### config.mk
export PLATFORM = sky130hd
export DESIGN_NAME = rf_power_swr_monitor
export DESIGN_NICKNAME = d
export VERILOG_FILES = /design/src/rtl/core/rpsm_pkg.sv /design/src/rtl/core/rf_power_swr_monitor.sv
export VERILOG_INCLUDE_DIRS = /design/src /design/src/rtl/core
export SDC_FILE = /design/constraint.sdc
export NUM_CORES = 1
export LEC_CHECK = 0
export ABC_AREA = 1
export BUFFER_PORTS_ARGS = -buffer_cell sky130_fd_sc_hd__buf_2
export CAP_MARGIN = 20
export CORE_ASPECT_RATIO = 0.75
export CORE_MARGIN = 2
export CORE_UTILIZATION = 50
export CTS_CLUSTER_SIZE = 8
export DETAILED_ROUTE_END_ITERATION = 7
export PLACE_DENSITY = 0.67
export SLEW_MARGIN = 25
export SYNTH_ARGS = -nofsm -noshare
export SYNTH_HDL_FRONTEND = slang
export SYNTH_SLANG_ARGS = --single-unit
### constraint.sdc
create_clock -name i_clk -period 7.8 [get_ports i_clk]
set_input_delay 0.78 -clock i_clk [delete_from_list [all_inputs] [get_ports i_clk]]
set_output_delay 0.78 -clock i_clk [all_outputs]
set_load 0.01 [all_outputs]
### src/rtl/core/rf_power_swr_monitor_macros.svh
// Assertion macros for the RF power and SWR monitor.
`ifndef RF_POWER_SWR_MONITOR_MACROS_SVH
`define RF_POWER_SWR_MONITOR_MACROS_SVH

// Consequent holds in the same cycle as the antecedent.
`define RPSM_ASSERT_SAME(lbl, ante, cons) \
    lbl: assert property (@(posedge i_clk) disable iff (!i_rst_n) (ante) |-> (cons)) \
        else $error("assertion failed");

// Consequent holds in the cycle after the antecedent.
`define RPSM_ASSERT_NEXT(lbl, ante, cons) \
    lbl: assert property (@(posedge i_clk) disable iff (!i_rst_n) (ante) |=> (cons)) \
        else $error("assertion failed");

`endif

### src/rtl/core/rpsm_pkg.sv
// Types and constants of the RF power and SWR monitor.
package rpsm_pkg;

    localparam int SAMPLE_BITS = 8;
    localparam int POWER_BITS  = 13;
    localparam int SWR_BITS    = 10;
    localparam int CFG_DATA_BITS = 16;
    localparam int CFG_IDX_BITS  = 3;
    localparam int S_TDATA_BITS  = 16;
    localparam int S_TUSER_BITS  = 2;
    localparam int M_TDATA_BITS  = 40;

    localparam logic [20:0] POWER_DIV = 21'd1000000;
    localparam logic [9:0]  SWR_CAP   = 10'd999;
    localparam logic [9:0]  SWR_NONE  = 10'd100;

    typedef enum logic [2:0] {
        S_IDLE,
        S_MUL,
        S_DPREP,
        S_DIV,
        S_SWRP,
        S_SWRDIV,
        S_UPD
    } t_state;

    typedef enum logic [CFG_IDX_BITS-1:0] {
        REG_POWER_GAIN,
        REG_MIN_FORWARD,
        REG_REFLECT_MARGIN,
        REG_HOLD_TICKS,
        REG_LATCH_TICKS,
        REG_DECAY_PERIOD,
        REG_HIGH_ALARM_SWR,
        REG_LOW_ALARM_SWR
    } t_reg_idx;

endpackage

### src/rtl/core/rf_power_swr_monitor.sv
// RF power and SWR monitor: serial power conversion, peak hold, SWR and alarms.
// Each item is one sample tick; one result item follows every accepted item.
// Forward and then reflected readings are converted to watts each by a
// bit-serial shift-add multiplier, a setup step and a restoring divider.
// One step then checks carrier and margin; the same divider forms the SWR
// quotient bit by bit (skipped without a computed SWR), and a final step
// updates peak, hold, decay and alarm state. That last step waits while
// the previous result is still held in the output register. Input is taken
// only while no item is in work, so s_axis_tready rises again only as the
// result becomes valid; a finished result waits in the output register
// while the next item is accepted and processed.
module rf_power_swr_monitor (
    input  logic                                 i_clk,
    input  logic                                 i_rst_n,
    input  logic                                 s_axis_tvalid,
    output logic                                 s_axis_tready,
    // forward_sample [7:0], reflected_sample [15:8]
    input  logic [rpsm_pkg::S_TDATA_BITS-1:0]    s_axis_tdata,
    // net_mode [0], realtime_mode [1]
    input  logic [rpsm_pkg::S_TUSER_BITS-1:0]    s_axis_tuser,
    output logic                                 m_axis_tvalid,
    input  logic                                 m_axis_tready,
    // active_power [12:0], shown_power [25:13], swr_hundredths [35:26],
    // carrier_present [36], high_alarm [37], low_alarm [38], zero [39]
    output logic [rpsm_pkg::M_TDATA_BITS-1:0]    m_axis_tdata,
    input  logic                                 i_cfg_valid,
    output logic                                 o_cfg_ready,
    input  logic [rpsm_pkg::CFG_IDX_BITS-1:0]    i_cfg_index,
    input  logic [rpsm_pkg::CFG_DATA_BITS-1:0]   i_cfg_data
);
    import rpsm_pkg::*;
    `include "rf_power_swr_monitor_macros.svh"

    // configuration
    logic [15:0] r_gain;
    logic [7:0]  r_min_fwd, r_margin;
    logic [9:0]  r_hold_ticks, r_latch_ticks, r_hi_thr, r_lo_thr;
    logic [3:0]  r_decay_per;

    // control and datapath
    t_state      r_state, n_state;
    logic        r_sel, n_sel;
    logic [3:0]  r_cnt, n_cnt;
    logic [15:0] r_sq, n_sq;
    logic [31:0] r_acc, n_acc;
    logic [20:0] r_rem, n_rem;
    logic [15:0] r_quo, n_quo;
    logic [7:0]  r_fwd, n_fwd, r_ref, n_ref, r_dsr, n_dsr;
    logic        r_net, n_net, r_rt, n_rt;
    logic [12:0] r_fp, n_fp, r_rp, n_rp;
    logic [9:0]  r_swr, n_swr;
    logic        r_carrier, n_carrier;

    // tick state
    logic [12:0] r_peak, n_peak;
    logic [9:0]  r_hold, n_hold, r_hi_cnt, n_hi_cnt, r_lo_cnt, n_lo_cnt;
    logic [3:0]  r_dcnt, n_dcnt;
    logic        r_hi_flag, n_hi_flag, r_lo_flag, n_lo_flag;

    // output register
    logic        r_ovalid, n_ovalid;
    logic [M_TDATA_BITS-1:0] r_odata, n_odata;

    logic        s_acc;
    logic [20:0] d_t, d_dv;
    logic        d_ge;
    logic [9:0]  w_rm;
    logic [8:0]  w_sum;
    logic [15:0] w_num;
    logic [12:0] u_act, u_peak, u_step;
    logic [9:0]  u_hold;
    logic [3:0]  u_dcnt;

    assign s_axis_tready = (r_state == S_IDLE);
    assign s_acc         = s_axis_tvalid && s_axis_tready;
    assign o_cfg_ready   = 1'b1;
    assign m_axis_tvalid = r_ovalid;
    assign m_axis_tdata  = r_odata;

    always_ff @(posedge i_clk) begin
        if (!i_rst_n) begin
            r_gain        <= 16'd38446;
            r_min_fwd     <= 8'd5;
            r_margin      <= 8'd2;
            r_hold_ticks  <= 10'd200;
            r_latch_ticks <= 10'd600;
            r_decay_per   <= 4'd3;
            r_hi_thr      <= 10'd300;
            r_lo_thr      <= 10'd200;
        end else if (i_cfg_valid) begin
            case (i_cfg_index)
                REG_POWER_GAIN:     r_gain        <= i_cfg_data;
                REG_MIN_FORWARD:    r_min_fwd     <= i_cfg_data[7:0];
                REG_REFLECT_MARGIN: r_margin      <= i_cfg_data[7:0];
                REG_HOLD_TICKS:     r_hold_ticks  <= i_cfg_data[9:0];
                REG_LATCH_TICKS:    r_latch_ticks <= i_cfg_data[9:0];
                REG_DECAY_PERIOD:   r_decay_per   <= i_cfg_data[3:0];
                REG_HIGH_ALARM_SWR: r_hi_thr      <= i_cfg_data[9:0];
                REG_LOW_ALARM_SWR:  r_lo_thr      <= i_cfg_data[9:0];
                default: ;
            endcase
        end
    end

    always_ff @(posedge i_clk) begin
        if (!i_rst_n) begin
            r_state   <= S_IDLE;
            r_ovalid  <= 1'b0;
            r_peak    <= '0;
            r_hold    <= '0;
            r_dcnt    <= '0;
            r_hi_cnt  <= '0;
            r_lo_cnt  <= '0;
            r_hi_flag <= 1'b0;
            r_lo_flag <= 1'b0;
        end else begin
            r_state   <= n_state;
            r_ovalid  <= n_ovalid;
            r_peak    <= n_peak;
            r_hold    <= n_hold;
            r_dcnt    <= n_dcnt;
            r_hi_cnt  <= n_hi_cnt;
            r_lo_cnt  <= n_lo_cnt;
            r_hi_flag <= n_hi_flag;
            r_lo_flag <= n_lo_flag;
        end
    end

    always_ff @(posedge i_clk) begin
        r_sel     <= n_sel;
        r_cnt     <= n_cnt;
        r_sq      <= n_sq;
        r_acc     <= n_acc;
        r_rem     <= n_rem;
        r_quo     <= n_quo;
        r_fwd     <= n_fwd;
        r_ref     <= n_ref;
        r_dsr     <= n_dsr;
        r_net     <= n_net;
        r_rt      <= n_rt;
        r_fp      <= n_fp;
        r_rp      <= n_rp;
        r_swr     <= n_swr;
        r_carrier <= n_carrier;
        r_odata   <= n_odata;
    end

    // shared restoring divider step, one quotient bit per cycle
    always_comb begin
        d_t  = {r_rem[19:0], r_acc[31]};
        d_dv = (r_state == S_SWRDIV) ? {13'd0, r_dsr} : POWER_DIV;
        d_ge = (d_t >= d_dv);
    end

    always_comb begin
        w_rm  = {2'd0, r_ref} + {2'd0, r_margin};
        w_sum = {1'b0, r_fwd} + {1'b0, r_ref};
        w_num = {1'b0, w_sum, 6'd0} + {2'b0, w_sum, 5'd0} + {5'd0, w_sum, 2'd0};
    end

    always_comb begin
        n_state   = r_state;
        n_sel     = r_sel;
        n_cnt     = r_cnt;
        n_sq      = r_sq;
        n_acc     = r_acc;
        n_rem     = r_rem;
        n_quo     = r_quo;
        n_fwd     = r_fwd;
        n_ref     = r_ref;
        n_dsr     = r_dsr;
        n_net     = r_net;
        n_rt      = r_rt;
        n_fp      = r_fp;
        n_rp      = r_rp;
        n_swr     = r_swr;
        n_carrier = r_carrier;
        n_ovalid  = r_ovalid && !m_axis_tready;
        n_odata   = r_odata;
        n_peak    = r_peak;
        n_hold    = r_hold;
        n_dcnt    = r_dcnt;
        n_hi_cnt  = r_hi_cnt;
        n_lo_cnt  = r_lo_cnt;
        n_hi_flag = r_hi_flag;
        n_lo_flag = r_lo_flag;
        u_act     = '0;
        u_peak    = '0;
        u_step    = '0;
        u_hold    = '0;
        u_dcnt    = '0;

        case (r_state)
            S_IDLE: begin
                if (s_acc) begin
                    n_fwd   = s_axis_tdata[7:0];
                    n_ref   = s_axis_tdata[15:8];
                    n_net   = s_axis_tuser[0];
                    n_rt    = s_axis_tuser[1];
                    n_sq    = {8'd0, s_axis_tdata[7:0]} * {8'd0, s_axis_tdata[7:0]};
                    n_sel   = 1'b0;
                    n_acc   = '0;
                    n_cnt   = 4'd15;
                    n_state = S_MUL;
                end
            end
            S_MUL: begin
                n_acc = {r_acc[30:0], 1'b0} + (r_gain[r_cnt] ? {16'd0, r_sq} : 32'd0);
                n_cnt = r_cnt - 4'd1;
                if (r_cnt == 4'd0) begin
                    n_state = S_DPREP;
                end
            end
            S_DPREP: begin
                // product < 2^32 and quotient < 2^13, so the top 19 bits start below the divisor
                n_rem   = {2'd0, r_acc[31:13]};
                n_acc   = {r_acc[12:0], 19'd0};
                n_quo   = '0;
                n_cnt   = 4'd12;
                n_state = S_DIV;
            end
            S_DIV: begin
                n_rem = d_ge ? (d_t - d_dv) : d_t;
                n_acc = {r_acc[30:0], 1'b0};
                n_quo = {r_quo[14:0], d_ge};
                n_cnt = r_cnt - 4'd1;
                if (r_cnt == 4'd0) begin
                    if (!r_sel) begin
                        n_fp    = n_quo[12:0];
                        n_sel   = 1'b1;
                        n_sq    = {8'd0, r_ref} * {8'd0, r_ref};
                        n_acc   = '0;
                        n_cnt   = 4'd15;
                        n_state = S_MUL;
                    end else begin
                        n_rp    = n_quo[12:0];
                        n_state = S_SWRP;
                    end
                end
            end
            S_SWRP: begin
                n_carrier = (r_fwd >= r_min_fwd);
                if (n_carrier && ({2'd0, r_fwd} > w_rm)) begin
                    n_dsr   = r_fwd - r_ref;
                    n_acc   = {w_num, 16'd0};
                    n_rem   = '0;
                    n_quo   = '0;
                    n_cnt   = 4'd15;
                    n_state = S_SWRDIV;
                end else begin
                    n_swr   = n_carrier ? SWR_CAP : SWR_NONE;
                    n_state = S_UPD;
                end
            end
            S_SWRDIV: begin
                n_rem = d_ge ? (d_t - d_dv) : d_t;
                n_acc = {r_acc[30:0], 1'b0};
                n_quo = {r_quo[14:0], d_ge};
                n_cnt = r_cnt - 4'd1;
                if (r_cnt == 4'd0) begin
                    n_swr   = (n_quo > {6'd0, SWR_CAP}) ? SWR_CAP : n_quo[9:0];
                    n_state = S_UPD;
                end
            end
            S_UPD: begin
                if (!r_ovalid || m_axis_tready) begin
                    u_act = r_net ? ((r_fp > r_rp) ? (r_fp - r_rp) : 13'd0) : r_fp;
                    u_peak = r_peak;
                    u_hold = r_hold;
                    if (u_act >= r_peak) begin
                        u_peak = u_act;
                        u_hold = r_hold_ticks;
                    end
                    if (r_carrier) begin
                        if (r_swr >= r_hi_thr) begin
                            n_hi_flag = 1'b1;
                            n_hi_cnt  = r_latch_ticks;
                        end
                        if (r_swr >= r_lo_thr) begin
                            n_lo_flag = 1'b1;
                            n_lo_cnt  = r_latch_ticks;
                        end
                    end
                    if (u_hold != 10'd0) begin
                        n_hold = u_hold - 10'd1;
                    end else begin
                        n_hold = u_hold;
                        u_dcnt = r_dcnt + 4'd1;
                        if (u_dcnt >= r_decay_per) begin
                            u_dcnt = '0;
                            if (u_peak > u_act) begin
                                u_step = (u_peak - u_act) >> 3;
                                if (u_step == 13'd0) begin
                                    u_step = 13'd1;
                                end
                                u_peak = u_peak - u_step;
                            end else begin
                                u_peak = u_act;
                            end
                        end
                        n_dcnt = u_dcnt;
                    end
                    n_peak = u_peak;
                    if (n_hi_cnt != 10'd0) begin
                        n_hi_cnt = n_hi_cnt - 10'd1;
                    end else if (!r_carrier || r_swr < r_hi_thr) begin
                        n_hi_flag = 1'b0;
                    end
                    if (n_lo_cnt != 10'd0) begin
                        n_lo_cnt = n_lo_cnt - 10'd1;
                    end else if (!r_carrier || r_swr < r_lo_thr) begin
                        n_lo_flag = 1'b0;
                    end
                    n_odata  = {1'b0, n_lo_flag, n_hi_flag, r_carrier, r_swr,
                                (r_rt ? u_act : u_peak), u_act};
                    n_ovalid = 1'b1;
                    n_state  = S_IDLE;
                end
            end
            default: n_state = S_IDLE;
        endcase
    end

    `RPSM_ASSERT_NEXT(a_accept_starts_mul, s_acc, r_state == S_MUL)
    `RPSM_ASSERT_SAME(a_swr_range, r_ovalid, (r_odata[35:26] >= SWR_NONE) && (r_odata[35:26] <= SWR_CAP))
    `RPSM_ASSERT_SAME(a_no_carrier_swr, r_ovalid && !r_odata[36], r_odata[35:26] == SWR_NONE)

endmodule

# After elaboration in Yosys (flattened, before gate mapping)
# Index checks and enable logic that the tools add are counted.
classes:
  addsub: 15
  mul: 2
  div_mod_pow: 0
  order_cmp: 13
  eq_ne: 21
  n_shift: 0
  n_mux: 79
  bitwise_logic: 2
  n_reduce_logical: 44
ops:
  columns: ["cell", "count"]
  rows:
  - ["$pmux W32 S6", 1]
  - ["$mux W10", 19]
  - ["$mux W13", 14]
  - ["$mux W32", 4]
  - ["$mux W16", 4]
  - ["$mux W20", 3]
  - ["$pmux W20 S3", 1]
  - ["$pmux W15 S3", 1]
  - ["$sub A13 B13 Y13", 3]
  - ["$add A32 B16 Y32", 1]
  - ["$mul A8 B8 Y16", 2]
  - ["$pmux W16 S2", 1]
  - ["$reduce_bool A10 Y1", 3]
  - ["$sub A10 B1 Y10 const B", 3]
  - ["$gt A13 B13 Y1", 2]
  - ["$reduce_and A2 Y1", 12]
  - ["$eq A3 B3 Y1 const B", 7]
  - ["$ge A21 B20 Y1", 1]
  - ["$pmux W3 S7", 1]
  - ["$reduce_and A3 Y1", 7]
  - ["$ge A10 B10 Y1", 2]
  - ["$lt A10 B10 Y1", 2]
  - ["$mux W4", 5]
  - ["$pmux W10 S2", 1]
  - ["38 further kinds", 76]
totals:
  ff_bits: 319
  latch_bits: 0
  ram_bits: 0
  mem_bits_ro: 0
  word_cells: 209
  mem_count: 0

# Longest topological paths before layout
depth:
  depth_word: 20
  depth_mapped: 52

# Least setup slack after synthesis
# No wires, ideal clock.
synth_timing:
  path_kind: "flip-flop to flip-flop"
  from: "reg r_fp[0]"
  to: "reg r_odata[21], in the netlist m_axis_tdata[21] (data pin)"
  setup_ns: 0.269
  t_arrival_ns: 6.613
  t_required_ns: 7.531
  setup_slack_ns: 0.917
  stages_incl_launch_ff: 43
  path_buffers: 2
  cell_sequence: "edfxtp_1 -> inv_1 -> ha_1 -> inv_1 -> fa_1 -> nand3_1 -> nand3_1 -> a21oi_1 -> xnor2_1 -> nand2_1 -> o21ai_0 -> ha_1 -> a21oi_1 -> nand3_2 -> a21oi_4 -> nand3_4 -> buf_6 -> buf_6 -> [7 not listed] -> o21ai_0 -> xor2_1 -> nand4_1 -> o31ai_1 -> ha_1 -> inv_1 -> fa_1 -> nand3_1 -> nand2_1 -> nand3_1 -> o21ai_0 -> or2_2 -> nand3_1 -> o21ai_1 -> nor2_1 -> nor2_1 -> nand2_1 -> o21ai_0"
synth_via:
  elab_chain_len: 20
synth_rtl:
  columns: ["item", "line_no", "source"]
  rows:
  - ["start, declared", "rf_power_swr_monitor.sv:50", "logic [12:0] r_fp, n_fp, r_rp, n_rp;"]
  - ["start signal, assigned", "rf_power_swr_monitor.sv:141", "r_fp <= n_fp;"]
  - ["$sub A13 B13 Y13 / $gt A13 B13 Y1 (equally long branches)", "rf_power_swr_monitor.sv:267", "u_act = r_net ? ((r_fp > r_rp) ? (r_fp - r_rp) : 13'd0) : r_fp;"]
  - ["$mux W13", "rf_power_swr_monitor.sv:267", null]
  - ["$mux W13 (*)", "rf_power_swr_monitor.sv:267", null]
  - ["$ge A13 B13 Y1", "rf_power_swr_monitor.sv:270", "if (u_act >= r_peak) begin"]
  - ["$mux W13", "rf_power_swr_monitor.sv:270", null]
  - ["$mux W13", "rf_power_swr_monitor.sv:266", "if (!r_ovalid || m_axis_tready) begin"]
  - ["$mux W13", "rf_power_swr_monitor.sv:193", "case (r_state)"]
  - ["$sub A13 B13 Y13", "rf_power_swr_monitor.sv:292", "u_step = (u_peak - u_act) >> 3;"]
  - ["[4 not listed]", null, null]
  - ["$mux W13", "rf_power_swr_monitor.sv:284", "if (u_hold != 10'd0) begin"]
  - ["$mux W13", "rf_power_swr_monitor.sv:266", null]
  - ["$mux W13", "rf_power_swr_monitor.sv:193", null]
  - ["$sub A13 B13 Y13", "rf_power_swr_monitor.sv:296", "u_peak = u_peak - u_step;"]
  - ["$mux W13", "rf_power_swr_monitor.sv:291", "if (u_peak > u_act) begin"]
  - ["$mux W13", "rf_power_swr_monitor.sv:289", "if (u_dcnt >= r_decay_per) begin"]
  - ["$mux W13", "rf_power_swr_monitor.sv:284", null]
  - ["$mux W13 (*)", "rf_power_swr_monitor.sv:315", "(r_rt ? u_act : u_peak), u_act};"]
  - ["end signal, assigned", "rf_power_swr_monitor.sv:145", "r_odata <= n_odata;"]
  - ["end, declared", "rf_power_swr_monitor.sv:62", "logic [M_TDATA_BITS-1:0] r_odata, n_odata;"]
# Every way passes the cells marked *; elsewhere a longest branch is shown, timed or not. The select of a mux whose other input is x is not followed.
# A chain may end at the register's enable or synchronous reset.

# Final worst setup path
layout_timing:
  from: "reg r_fp[0]"
  to: "reg r_odata[25], in the netlist m_axis_tdata[25] (data pin)"
# The elaborated chain is that of the path after synthesis.

==> run summary <==
Die height: 191.7 µm
Post-DR vias/cell: 5.462
Gr ovfl total: 0
Most frequent cells in the layout: nand2_1 (588), inv_1 (483), nor2_1 (284)
Initial antenna violation count: 0
Syn avg cell area: 7.828 µm²
Max-slew violations: 0
# rows: 68
Biggest area consumer among synthesized cells: edfxtp_1
Worst Clk Skew: 0.04897 ns
Critical path startpoint category: flop
Detailed-route via count: 20394
Int Power: 0.005067 W
Dpl hpwl: 47.67 mm
CTS Buf Count: 46
Worst-path clk slew: 0.05 ns
Ranking of synthesized cells by area: edfxtp_1 (24%), ha_1 (12%), dfxtp_1 (11%)
R2R depth: 47
Power after layout: 0.009117 W
Starting Density: 0.5085
Comb pwr share: 0.534
Die W: 254.3 µm
Root buf cell: clkbuf_16
Worst-margin pin slew: 0.9002 ns
PortBufs: 82
Skew-Pair Late Insertion Delay: 0.60 ns
P_leak: 12.36 nW
Sequential area share after synthesis: 0.3515
Part of the cycle the worst path needs: 0.9420
Die area: 48750 µm²
Sw Ratio: 0.4442
Fin crit period: 7.348 ns
EDFF count, synth: 189
Clock network power share: 0.208
Ports: 85
Worst r2r dst: m_axis_tdata[25]
Num Clock Sinks: 318
Setup CP Type: reg -> reg
WP data required: 8.13 ns
Ys Warns: 0
Worst Path Arrival: 7.68 ns
Area share of the leading cell type in the synthesized netlist: 0.2416
RR Startpoint: r_fp[0]
# diodes: 0
Worst IR drop on VDD: 243.5 µV
Seq cells post-synth: 318
Worst setup EP type: flop
CP max stage delay: 0.44 ns
Core Region: 46200 µm²
PwrDens: 350.2 nW/µm²
Total GRT Usage: 0.2625
Seq pwr share: 0.258
Fmax: 136.1 MHz
Outcome: completed
Hold crit path type: in -> reg
Number of DRC markers in iteration 0: 1708
Total Wirelength: 63.80 mm
H-tree depth: 2
Most common cell on crit path: nand2_1
Fill cell count: 4167
Vias in the first global route: 19360
Endpoints failing setup: 0
Drt pass-1 iters: 5
Cell Area, Synth: 23490 µm²
Final instance area: 26030 µm²
Rel. slew slack: 0.3961
Layout Area Growth over Synthesis: 10.82%
Drt drc: 0
TritonCTS clock tree: yes
Final Hold Viols: 0
Max Cap Viol: 0
Synth Instances: 3001
Post-synth ARST share: 0
CP max FO: 7
Post-DP Area: 24540 µm²
DRT antenna net count: 0
Largest net degree at the start of global routing: 96
Hold EP: r_ref[1]
# nets final: 3408
R2r setup slk: 0.45 ns
WL/cell: 17.09 µm
Crit-path slowest cell: fa_1
CTS Buffer Depth: 3
Hold Startpoint: s_axis_tdata[9]
Hold Crit Depth: 1
Layout cells sized above 1: 0.07603
Final Wtd Congestion: 0.9073
First-pass GRT wire length: 102.0 mm
Sw Pwr: 0.004050 W
Netlist cell types: 68
Top FF cell, synth: edfxtp_1
Commonest non-fill, non-tap cell in the layout: nand2_1
[area by class of cell]
class	count	area [µm²]	share of cell area
repair buffers	113	655.6	0.02518
clock inverters	5	115.1	0.004422
multi-input cells	2108	13130	0.5044
inverters	497	1869	0.07180
clock buffers	63	1215	0.04667
flip-flops and latches	318	8258	0.3172
well taps	630	788.3	0.03028
[cell families (layout without fill, tap and decap cells)]
logic type | count (synthesis) | count (layout) | share of synthesized area
adders and majority gates | 282 | 282 | 0.1703
buffers and inverters | 577 | 678 | 0.09502
other | 2 | 3 | 0.0003197
muxes | 3 | 3 | 0.001332
and+or+nand+nor | 1101 | 1102 | 0.1981
AOI/OAI and AO/OA | 625 | 625 | 0.1487
DFF | 318 | 318 | 0.3515
xor gates and xnor gates | 93 | 93 | 0.03467
[cells in the mapped netlist, drive strengths merged, types with 3 or more instances]
| library cell | count |
|---|---|
| a31oi | 23 |
| and2 | 6 |
| nand3b | 7 |
| clkbuf | 66 |
| a22oi | 3 |
| or2 | 7 |
| fa | 63 |
| o22ai | 32 |
| clkinv | 6 |
| ha | 219 |
| a21oi | 222 |
| o221ai | 3 |
| a221oi | 5 |
| a21o | 7 |
| nand4 | 23 |
| xor2 | 56 |
| and3 | 3 |
| edfxtp | 189 |
| inv | 491 |
| o31ai | 6 |
| o21a | 5 |
| nor2 | 299 |
| nand3 | 131 |
| nand2 | 599 |
| a21boi | 7 |
| nor4 | 4 |
| nor3 | 21 |
| o21bai | 18 |
| o211ai | 20 |
| o21ai | 262 |
| buf | 14 |
| xnor2 | 37 |
| dfxtp | 129 |
[power groups by stage]
stage | registers, W | logic (W) | clock network [W]
after floorplan | 0.00228 | 0.00358 | 0
after CTS | 0.00235 | 0.00474 | 0.00193
after global placement | 0.00237 | 0.00459 | 0
after global routing | 0.00238 | 0.00554 | 0.00200
final | 0.00235 | 0.00487 | 0.00190
after detailed placement | 0.00238 | 0.00469 | 0
[how the worst max path moves through the flow]
stage,to,cells past startpoint,start
6_report,m_axis_tdata[25],47,r_fp[0]
5_1_grt,m_axis_tdata[25],47,r_fp[0]
4_1_cts,m_axis_tdata[25],41,r_fp[0]
3_5_place_dp,m_axis_tdata[25],41,r_fp[0]
3_3_place_gp,m_axis_tdata[21],40,r_fp[0]
2_1_floorplan,m_axis_tdata[21],42,r_fp[0]
[worst max-delay path: cells and delay by family (launching register included)]
kind | cells | cell delay (ns)
XOR/XNOR | 2 | 0.35
adder cells (fa/ha/maj) | 6 | 1.86
flip-flops | 1 | 0.36
AND/OR/NAND/NOR | 23 | 2.17
AO/OA/AOI/OAI | 10 | 1.66
buffers and inverters | 6 | 0.71
[through the flow]
step | hold slack [ns] | TNS, ns | utilization | worst slack [ns] | instances
3_5_place_dp | 0.4396 | 0 | 0.5311 | 0.03430 | 3659
6_report | 0.3586 | 0 | 0.5635 | 0.4521 | 3734
4_1_cts | 0.3337 | 0 | 0.5599 | 0.01902 | 3727
3_3_place_gp | 0.4331 | 0 | 0.5311 | 0.3145 | 3659
2_1_floorplan | 0.4236 | 0 | - | 0.9173 | 3002
5_1_grt | 0.3361 | -0.06849 | 0.5635 | -0.05000 | 3734
[routing by layer]
layer	part of all wire	vias up	track usage
met5	0.00085	-	0.01122
met4	0.018	2	0.06697
met3	0.068	94	0.03889
met2	0.44	649	0.4137
met1	0.48	9584	0.3767
li1	-	10065	-
[flip-flops by register name, indices dropped and copies added, names as in the netlist, 13 cells and up]
name / cells
r_rem: 20
r_fp: 13
r_gain: 16
r_sq: 15
r_acc: 32
m_axis_tdata: 39
r_rp: 13
r_peak: 13
r_quo: 15
[repair_timing]
| item | 4_1_cts | 5_1_grt |
|---|---|---|
| resized for setup | 0 | 24 |
| endpoints found under the hold margin | 0 | 0 |
| setup buffers | 0 | 5 |
| hold buffers | 0 | 0 |
| endpoints found under the setup margin | 0 | 20 |
No activity file was read; power rests on OpenSTA's default activity.
